$ cat src/rtl/ppsg_pkg.sv
// Shared types, sizes and the ordering function for the odd/even partition sorter.
// No dependencies; every other file refers to this package by scoped names.
package ppsg_pkg;

   localparam int MAX_ITEMS   = 16;
   localparam int VALUE_BITS  = 16;
   localparam int FIELD_BITS  = 16;
   localparam int COUNT_BITS  = $clog2(MAX_ITEMS + 1);
   localparam int SHIFT_BITS  = $clog2(VALUE_BITS + 1);

   typedef struct packed {
      logic                  valid;
      logic [VALUE_BITS-1:0] value;
   } slot_type;

   typedef enum logic [1:0] {
      ST_LOAD,
      ST_DRAIN,
      ST_START,
      ST_CALC
   } state_type;

   // Odd values sort ahead of even ones, then ascending value.
   function automatic logic goes_after(input logic [VALUE_BITS-1:0] a,
                                       input logic [VALUE_BITS-1:0] b);
      logic [VALUE_BITS:0] key_a;
      logic [VALUE_BITS:0] key_b;
      key_a = {~a[0], a};
      key_b = {~b[0], b};
      return key_a > key_b;
   endfunction

endpackage

$ cat src/rtl/ppsg_cell.sv
// One cell of the insertion chain: holds one batch element, passes the one that sorts later right.
// In shift mode the cell takes its right neighbor's element. Uses ppsg_pkg.
module ppsg_cell (
   input  logic              clock,
   input  logic              reset,
   input  logic              shift_en,
   input  ppsg_pkg::slot_type left_in,
   input  ppsg_pkg::slot_type right_in,
   output ppsg_pkg::slot_type held,
   output ppsg_pkg::slot_type pass
);

   ppsg_pkg::slot_type held_ff, held_in;
   ppsg_pkg::slot_type pass_ff, pass_in;

   always_comb begin
      held_in = held_ff;
      pass_in = '0;
      if (shift_en) begin
         held_in = right_in;
      end else if (left_in.valid) begin
         if (!held_ff.valid) begin
            held_in = left_in;
         end else if (ppsg_pkg::goes_after(held_ff.value, left_in.value)) begin
            // keep the newcomer, push the held element onward
            held_in = left_in;
            pass_in = held_ff;
         end else begin
            pass_in = left_in;
         end
      end
   end

   always_ff @(posedge clock) begin
      if (reset) begin
         held_ff.valid <= 1'b0;
         pass_ff.valid <= 1'b0;
      end else begin
         held_ff.valid <= held_in.valid;
         pass_ff.valid <= pass_in.valid;
      end
      held_ff.value <= held_in.value;
      pass_ff.value <= pass_in.value;
   end

   assign held = held_ff;
   assign pass = pass_ff;

endmodule

$ cat src/rtl/ppsg_gcd.sv
// Iterative binary divisor unit: one halving or subtract step per cycle.
// Either operand zero gives zero. Uses ppsg_pkg.
module ppsg_gcd (
   input  logic                            clock,
   input  logic                            start,
   input  logic [ppsg_pkg::VALUE_BITS-1:0] a_op,
   input  logic [ppsg_pkg::VALUE_BITS-1:0] b_op,
   output logic                            done,
   output logic [ppsg_pkg::VALUE_BITS-1:0] result
);

   logic [ppsg_pkg::VALUE_BITS-1:0] a_ff, a_in;
   logic [ppsg_pkg::VALUE_BITS-1:0] b_ff, b_in;
   logic [ppsg_pkg::SHIFT_BITS-1:0] k_ff, k_in;

   assign done   = (a_ff == '0) || (b_ff == '0);
   assign result = (a_ff | b_ff) << k_ff;

   always_comb begin
      a_in = a_ff;
      b_in = b_ff;
      k_in = k_ff;
      if (start) begin
         k_in = '0;
         if ((a_op == '0) || (b_op == '0)) begin
            a_in = '0;
            b_in = '0;
         end else begin
            a_in = a_op;
            b_in = b_op;
         end
      end else if (!done) begin
         priority if (!a_ff[0] && !b_ff[0]) begin
            a_in = a_ff >> 1;
            b_in = b_ff >> 1;
            k_in = k_ff + 1'b1;
         end else if (!a_ff[0]) begin
            a_in = a_ff >> 1;
         end else if (!b_ff[0]) begin
            b_in = b_ff >> 1;
         end else if (a_ff >= b_ff) begin
            a_in = a_ff - b_ff;
         end else begin
            b_in = b_ff - a_ff;
         end
      end
   end

   always_ff @(posedge clock) begin
      a_ff <= a_in;
      b_ff <= b_in;
      k_ff <= k_in;
   end

endmodule

$ cat src/rtl/parity_partitioned_sort_gcd_core.sv
// Odd/even partition sorter with neighbor divisors, top level.
// Instantiates ppsg_cell (insertion chain) and ppsg_gcd; uses ppsg_pkg.
//
// Usage:
//   req_ carries one element per beat (tdata = value, tlast ends the batch).
//   A batch also ends at its MAX_ITEMS-th beat. While loading, one beat is
//   taken per cycle; each beat enters cell 0 and ripples right through the
//   chain, one cell per cycle, so the chain always holds the batch in order.
//   After the batch ends, req_tready stays low: the chain settles, then
//   results leave from cell 0, odds ascending, then evens ascending. Each
//   result needs a start state, the divisor unit's steps (none when an
//   operand is zero, otherwise one halving or subtract per cycle) and its
//   release, and the drain also waits on any receiver stalls. rsp_ beats
//   carry tdata = {gcd_next, sorted_value}, tlast = end_of_batch.
//   The result sits in an output register; a stalled receiver holds it and
//   the next divisor is computed meanwhile but not released.
//   Reset empties the chain and returns to loading with no result pending.
module parity_partitioned_sort_gcd_core (
   input  logic        clock,
   input  logic        reset,
   input  logic        req_tvalid,
   output logic        req_tready,
   input  logic [15:0] req_tdata,   // [15:0] value
   input  logic        req_tlast,
   output logic        rsp_tvalid,
   input  logic        rsp_tready,
   output logic [31:0] rsp_tdata,   // [15:0] sorted_value, [31:16] gcd_next
   output logic        rsp_tlast
);

   localparam int N  = ppsg_pkg::MAX_ITEMS;
   localparam int VB = ppsg_pkg::VALUE_BITS;
   localparam int FB = ppsg_pkg::FIELD_BITS;
   localparam int CB = ppsg_pkg::COUNT_BITS;

   ppsg_pkg::state_type state_ff, state_in;
   logic [CB-1:0]       count_ff, count_in;

   ppsg_pkg::slot_type held [N];
   ppsg_pkg::slot_type pass [N];
   ppsg_pkg::slot_type left_src [N];
   ppsg_pkg::slot_type right_src [N];
   logic [N-1:0]        pass_busy;

   logic          accept;
   logic          batch_end;
   logic          shift_en;
   logic          gcd_start;
   logic          gcd_done;
   logic [VB-1:0] gcd_result;
   logic          fire;

   logic          rsp_valid_ff, rsp_valid_in;
   logic [FB-1:0] rsp_value_ff, rsp_value_in;
   logic [FB-1:0] rsp_gcd_ff, rsp_gcd_in;
   logic          rsp_last_ff, rsp_last_in;

   assign accept    = req_tvalid && req_tready;
   assign batch_end = req_tlast || (count_ff == CB'(N - 1));
   assign fire      = (state_ff == ppsg_pkg::ST_CALC) && gcd_done &&
                      (!rsp_valid_ff || rsp_tready);

   // chain wiring
   always_comb begin
      for (int i = 0; i < N; i++) begin
         pass_busy[i] = pass[i].valid;
         if (i == 0) begin
            left_src[i].valid = accept;
            left_src[i].value = req_tdata[VB-1:0];
         end else begin
            left_src[i] = pass[i-1];
         end
         if (i == N - 1) begin
            right_src[i] = '0;
         end else begin
            right_src[i] = held[i+1];
         end
      end
   end

   for (genvar g = 0; g < N; g++) begin : g_cell
      ppsg_cell u_cell (
         .clock    (clock),
         .reset    (reset),
         .shift_en (shift_en),
         .left_in  (left_src[g]),
         .right_in (right_src[g]),
         .held     (held[g]),
         .pass     (pass[g])
      );
   end

   ppsg_gcd u_gcd (
      .clock  (clock),
      .start  (gcd_start),
      .a_op   (held[0].value),
      .b_op   (held[1].valid ? held[1].value : '0),
      .done   (gcd_done),
      .result (gcd_result)
   );

   // next state
   always_comb begin
      state_in = state_ff;
      unique case (state_ff)
         ppsg_pkg::ST_LOAD:  if (accept && batch_end) state_in = ppsg_pkg::ST_DRAIN;
         ppsg_pkg::ST_DRAIN: if (pass_busy == '0) state_in = ppsg_pkg::ST_START;
         ppsg_pkg::ST_START: state_in = ppsg_pkg::ST_CALC;
         ppsg_pkg::ST_CALC: begin
            if (fire) begin
               state_in = held[1].valid ? ppsg_pkg::ST_START : ppsg_pkg::ST_LOAD;
            end
         end
         default: state_in = ppsg_pkg::ST_LOAD;
      endcase
   end

   // outputs of the sequencer
   always_comb begin
      req_tready = 1'b0;
      gcd_start  = 1'b0;
      shift_en   = 1'b0;
      unique case (state_ff)
         ppsg_pkg::ST_LOAD:  req_tready = 1'b1;
         ppsg_pkg::ST_DRAIN: ;
         ppsg_pkg::ST_START: gcd_start = 1'b1;
         ppsg_pkg::ST_CALC:  shift_en = fire;
         default: ;
      endcase
   end

   always_comb begin
      count_in = count_ff;
      if (accept) begin
         count_in = batch_end ? '0 : count_ff + 1'b1;
      end
   end

   always_comb begin
      rsp_valid_in = rsp_valid_ff;
      rsp_value_in = rsp_value_ff;
      rsp_gcd_in   = rsp_gcd_ff;
      rsp_last_in  = rsp_last_ff;
      if (fire) begin
         rsp_valid_in = 1'b1;
         rsp_value_in = FB'(held[0].value);
         rsp_gcd_in   = FB'(gcd_result);
         rsp_last_in  = !held[1].valid;
      end else if (rsp_tready) begin
         rsp_valid_in = 1'b0;
      end
   end

   always_ff @(posedge clock) begin
      if (reset) begin
         state_ff     <= ppsg_pkg::ST_LOAD;
         count_ff     <= '0;
         rsp_valid_ff <= 1'b0;
      end else begin
         state_ff     <= state_in;
         count_ff     <= count_in;
         rsp_valid_ff <= rsp_valid_in;
      end
      rsp_value_ff <= rsp_value_in;
      rsp_gcd_ff   <= rsp_gcd_in;
      rsp_last_ff  <= rsp_last_in;
   end

   assign rsp_tvalid = rsp_valid_ff;
   assign rsp_tdata  = {rsp_gcd_ff, rsp_value_ff};
   assign rsp_tlast  = rsp_last_ff;

endmodule

$ cat config.mk
export PLATFORM = sky130hd
export DESIGN_NAME = parity_partitioned_sort_gcd_core
export DESIGN_NICKNAME = d
export VERILOG_FILES = /design/src/rtl/ppsg_pkg.sv /design/src/rtl/ppsg_cell.sv /design/src/rtl/ppsg_gcd.sv /design/src/rtl/parity_partitioned_sort_gcd_core.sv
export SDC_FILE = /design/constraint.sdc
export NUM_CORES = 2
export LEC_CHECK = 0
export BUFFER_PORTS_ARGS = -buffer_cell sky130_fd_sc_hd__buf_2
export CAP_MARGIN = 5
export CORE_MARGIN = 3
export CORE_UTILIZATION = 55
export CTS_CLUSTER_SIZE = 14
export DETAILED_ROUTE_END_ITERATION = 12
export GPL_TIMING_DRIVEN = 0
export PLACE_DENSITY = 0.71
export SYNTH_ARGS = -nofsm -noshare
export SYNTH_HDL_FRONTEND = slang
export SYNTH_SLANG_ARGS = --single-unit
$ cat constraint.sdc
create_clock -name clock -period 5.4 [get_ports clock]
set_input_delay 0.81 -clock clock [delete_from_list [all_inputs] [get_ports clock]]
set_output_delay 0.81 -clock clock [all_outputs]
set_load 0.005 [all_outputs]
# After elaboration in Yosys (flattened, before gate mapping)
# Index checks and enable logic that the tools add are counted.
# totals
regBits	606
memories	0
input_bits	21
latch_bits	0
romBits	0
wordCells	381
ram_bits	0
# op_classes
magnitude_cmp	17
n_shift	1
eq_ne	27
add_sub_neg	4
bitwise	66
div	0
reduce_logical	89
n_mux	103
mul	0
# ops
cell	count
17-bit 2-to-1 mux	46
16-bit 2-to-1 mux	46
17-bit greater-than comparator	16
16-bit logical NOT	5
1-bit inverter	65
4-bit OR reduction	16
3-bit OR reduction	15
3-bit inequality test, second input constant	14
2-bit AND reduction	18
2-bit nonzero test	16
16-bit subtractor	2
16-bit greater-or-equal comparator	1
16-bit OR	1
16-bit by 5-bit << shifter with 16-bit output	1
4-bit inequality test, second input constant	3
5-bit by 1-bit adder with 5-bit output, second input constant	2
2-bit inequality test, second input constant	5
3-bit AND reduction	3
2-bit 2-to-1 mux	4
2-bit case mux with 4 select lines	1
5-bit by 4-bit equality test with 1-bit output, second input constant	1
1-bit logical AND	5
1-bit 2-to-1 mux	5
5-bit 2-to-1 mux	1
8 further kinds	15

# Longest topological paths before layout
# logic_depth
word_depth	7
ltp_mapped	12

# Hierarchy
# A second synthesis with hierarchy kept.
# hier_totals
cells_unflattened	3489
hier_area_um2	34180.3
# modules_own_cells
mod	seq_area_each_um2	area_each_um2	cells_per_inst	instances
ppsg_cell	840.8	1770.4	179	16
ppsg_gcd	1061.0	4297.9	515	1
parity_partitioned_sort_gcd_core	1151.1	1555.2	110	1

# Worst setup path after synthesis
# No wires, ideal clock.
# synth_path
path_kind	register to register
start	reg u_gcd.a_ff[0] (netlist name)
end	reg u_gcd.b_ff[10] (netlist name), enable pin
path_slack_ns	1.513
stages_incl_launch_ff	12
path_buffers	0
period_less_slack_ns	3.887
setup_time_ns	0.411
t_arrival_ns	3.476
cell_sequence	edfxtp_1 > inv_1 > ha_1 > inv_1 > fa_1 > nor2b_1 > o21ai_0 > a31oi_1 > o31ai_1 > and2_4 > nor2_1 > o31ai_1
# synth_between
elab_chain_len	4
# synth_lines
element	line_no	text
start, declared	ppsg_gcd.sv:12	logic [ppsg_pkg::VALUE_BITS-1:0] a_ff, a_in;
start signal, assigned	ppsg_gcd.sv:50	a_ff <= a_in;
parallel branches: the longest is 3 deep, another holds 16-bit greater-or-equal comparator	-	
3-bit AND reduction (no source line) (*)	-	
end signal, assigned	ppsg_gcd.sv:51	b_ff <= b_in;
end, declared	ppsg_gcd.sv:13	logic [ppsg_pkg::VALUE_BITS-1:0] b_ff, b_in;
# Every way passes the cells marked *.
# A chain may end at the register's enable or synchronous reset.

# Worst setup path after layout
# layout_path
start	reg u_gcd.a_ff[10] (netlist name)
end	reg g_cell[8].u_cell.held_ff (netlist bit g_cell[8].u_cell.held[7]), enable pin
# layout_between
elab_chain_len	7
# layout_lines
element	line_no	text
16-bit logical NOT (*)	ppsg_gcd.sv:16	assign done = (a_ff == '0) || (b_ff == '0);
1-bit logical OR (*)	ppsg_gcd.sv:16	
1-bit logical AND (*) (2 in a row)	parity_partitioned_sort_gcd_core.sv:60	assign fire = (state_ff == ppsg_pkg::ST_CALC) && gcd_done &&
1-bit 2-to-1 mux (*)	parity_partitioned_sort_gcd_core.sv:123	unique case (state_ff)
3-bit inequality test (no source line) / 2-bit nonzero test (equally long branches)	-	
2-bit AND reduction (no source line) (*)	-	
end, declared	ppsg_cell.sv:13	ppsg_pkg::slot_type held_ff, held_in;
# Mark *: on every way between the ends. The rest lies on a longest branch, timed or not.

==> flow_summary_export.csv <==
group,metric,value,unit
detailed_routing,first_pass_iters,5,
timing,drv_slew,0,
timing,setup_viol,0,
synth,yosys.area.top_type,"edfxtp_1",
timing,clock_skew,0.0225,ns
critical_path,crit_buf_inv,4,
global_routing,grt_pass1_wl,133000,um
global_routing,grt_max_degree,27,
critical_path,cp.required,5.68,ns
clocking,numCtsBuffers,66,
power,powerDensity,386,nW/um^2
clocking,hold_buffers,0,
critical_path,critPathMaxFanout,14,
critical_path,crit_slowest_cell,"nor4_1",
worst_hold_path,hold_path_end,"g_cell[8].u_cell.held[16]",
final_layout,layout.cells.non_filler,4212,
detailed_routing,drt-vias-per-instance,5.84,
final_layout,areaGrowthSynthToFinish,11.0,%
clocking,cts_root_buffer,"clkbuf_16",
placed_design,routabilityCongestion,0.894,
floorplanning,start_util,56.1,%
synth,ys_warn_count,0,
clocking,cts_tree,"built",
clocking,cts_setup_buffers,0,
critical_path,r2r_start,"u_gcd.a_ff[10]",
placed_design,dp_worst_setup_slack,1.38,ns
synth,syn_inst,3270,
synth,synth_top_area_share,28.7,%
synth,synth-edff-count,305,
worst_hold_path,hold_path_class,"input port to flip-flop",
clocking,cts_resized,0,
status,status,"finished clean",
critical_path,r2r_slack,1.33,ns
floorplanning,rows,87,
critical_path,cp_slowest_stage_delay,0.61,ns
detailed_routing,drt_wl_total,81600,um
final_layout,layout-drive-gt1-share,7.21,%
floorplanning,die-area,60900,sq um
synth,ys_async_sr_fraction,0,%
timing,period_needed,4.07,ns
timing,rsz0062_at_grt,"no",
timing,setup_slack,1.33,ns
worst_hold_path,min_path_cells,2,
timing,tightest_slew,0.814,ns
final_layout,finish.utilization,62.2,%
critical_path,critPathCaptureType,"flip-flop",
power,ir_drop,0.461,mV
timing,max_freq,245,MHz
detailed_routing,vias,24584,
critical_path,r2r_end,"g_cell[8].u_cell.held[7]",
synth,syn_nets,3607,
timing,tns,0,ns
placed_design,hpwl,62100,um
floorplanning,die_w,247,um
timing,min_period_over_period,75.5,%
global_routing,first_global_vias,25047,
timing,finalHoldViolations,0,
synth,yosysSeqAreaShare,47.6,%
synth,ys_ff_latch,606,
placed_design,portBuffers,55,
global_routing,grtUsageTotal,27.0,%
global_routing,antenna_found_initial,2,
timing,slew_headroom,45.6,%
critical_path,cp_cell_sequence,"nor4_1, nand4_1, nand2_1, nand4_1, inv_2, clkbuf_1, buf_2, nor2_1, a31oi_2, buf_6",
worst_hold_path,min_from,"reset",
global_routing,gr-total-overflow,0,
critical_path,crit_path_start_kind,"flip-flop",
flow_run,maxCapViolations,0,
detailed_routing,drc_errors,0,
detailed_routing,ant_nets,0,
clocking,cts.path.max_buffers,3,
critical_path,crit_type,"flip-flop to flip-flop",
detailed_routing,post_drt_wl_per_cell,19.4,um
floorplanning,design.core.area,56800,sq um
synth,synth_area_leaders,"edfxtp_1, dfxtp_1, ha_1",
critical_path,worstRegToRegCells,10,
synth,synth_top_flop_cell,"edfxtp_1",
clocking,insertion_delay,0.60,ns
detailed_routing,drt-initial-drc-count,1984,
final_layout,n_fill_cell,4743,
synth,synth_area,31900,sq um
clocking,path_clk_slew,0.05,ns
synth,synth_area_per_cell,9.75,sq um
final_layout,nets,3740,
critical_path,arrival,4.36,ns
critical_path,crit_top_cell,"nand4_1",
critical_path,crit_family,"simple AND/OR/NAND/NOR gates",
floorplanning,io_pins,56,
clocking,cts_sinks,606,
floorplanning,die_y,247,um
clocking,cts_max_level,3,
synth,yosysUniqueCellTypes,67,
placed_design,dp.cells,4091,
power,p_leak,13.7,nW
==> synth_stat cells, types with 48 or more instances <==
cell type  number
nand3_1        62
o21ai_0       314
a21oi_1       112
a21o_1         51
buf_2          48
dfxtp_1       301
edfxtp_1      305
nand2_1       319
ha_1          314
clkbuf_1       82
mux2i_1       258
nor2_1        358
inv_1         321
==> cell families (layout without fill, tap and decap cells) <==
logic type	count (synthesis)	in the layout	share of synthesized area, %
mux	266	266	8.42
fa+ha+maj	316	316	12.5
flops	606	606	47.6
compound gates	655	655	12.2
simple gates	933	933	12.7
buf+inv	463	647	5.70
xor+xnor	31	31	0.852
other cells	0	2	0
==> worst reg2reg max path, stage by stage, from the launching register on <==
cell,delay (ns)
edfxtp_1,0.46
nor4_1,0.61
nand4_1,0.22
nand2_1,0.25
nand4_1,0.39
inv_2,0.36
clkbuf_1,0.50
buf_2,0.39
nor2_1,0.09
a31oi_2,0.26
buf_6,0.24
==> registers in the layout (all words and copies together), names as in the netlist <==
register and count:
g_cell.u_cell.held 272, g_cell.u_cell.pass 256, rsp_gcd_ff 16, rsp_value_ff 16
u_gcd.a_ff 16, u_gcd.b_ff 16, count_ff 5, u_gcd.k_ff 5
state_ff 2, rsp_tlast 1, rsp_tvalid 1
==> cells in the final DEF, fill, tap and decap left out, types with 62 or more instances in the layout <==
master and instances:
buf_2 103, o21ai_0 313, inv_1 321, ha_1 314, nor2_1 358, clkbuf_16 70
dfxtp_1 301, nand3_1 62, a21oi_1 112, edfxtp_1 305, mux2i_1 258, clkbuf_1 103
nand2_1 319
==> through the flow <==
stage	area, sq um	total power (W)	hold WS (ns)
after floorplan	31900	0.00822	0.437
after global placement	33100	0.00923	0.449
after detailed placement	33300	0.00929	0.453
after CTS	35400	0.0137	0.422
after global routing	35400	0.0143	0.460
final	35400	0.0137	0.455
==> power by group <==
part	switching, W	leakage, nW	total (W)	internal [W]
Sequential	0.000309	5.55	0.00553	0.00522
Clock	0.00183	1.03	0.00439	0.00256
Combinational	0.00233	7.08	0.00374	0.00141
==> cell type report <==
cell class | count | area (sq um) | area share [%]
Antenna cell | 2 | 5.00 | 0.0142
Buffer | 141 | 609 | 1.72
Clock buffer | 102 | 1970 | 5.58
Clock inverter | 17 | 114 | 0.322
Inverter | 322 | 1210 | 3.42
Multi-Input combinational cell | 2201 | 14900 | 42.2
Sequential cell | 606 | 15200 | 42.9
Tap cell | 756 | 946 | 2.67
Timing Repair Buffer | 65 | 404 | 1.14
==> metal layers <==
| layer | track usage, % | vias to the layer above | part of all wire, % |
|---|---|---|---|
| met1 | 37.2 | 11989 | 46 |
| met5 | 0 | - | 0 |
| met4 | 7.48 | 0 | 2.0 |
| met3 | 4.09 | 129 | 5.8 |
| li1 | - | 11741 | - |
| met2 | 44.4 | 725 | 47 |
==> worst max path at each step <==
stage                               from  slack, ns  cells after the start                        end
after global routing      u_gcd.a_ff[10]       1.11                     10  g_cell[8].u_cell.held[10]
after global placement    u_gcd.a_ff[10]       0.41                      9  g_cell[3].u_cell.held[10]
final                     u_gcd.a_ff[10]       1.33                     10   g_cell[8].u_cell.held[7]
after floorplan            u_gcd.a_ff[0]       1.51                     11             u_gcd.b_ff[10]
after detailed placement  u_gcd.a_ff[10]       1.38                     10   g_cell[8].u_cell.held[7]
after CTS                 u_gcd.a_ff[10]       1.38                     10   g_cell[1].u_cell.held[5]
Power figures use the tool's default switching activity.
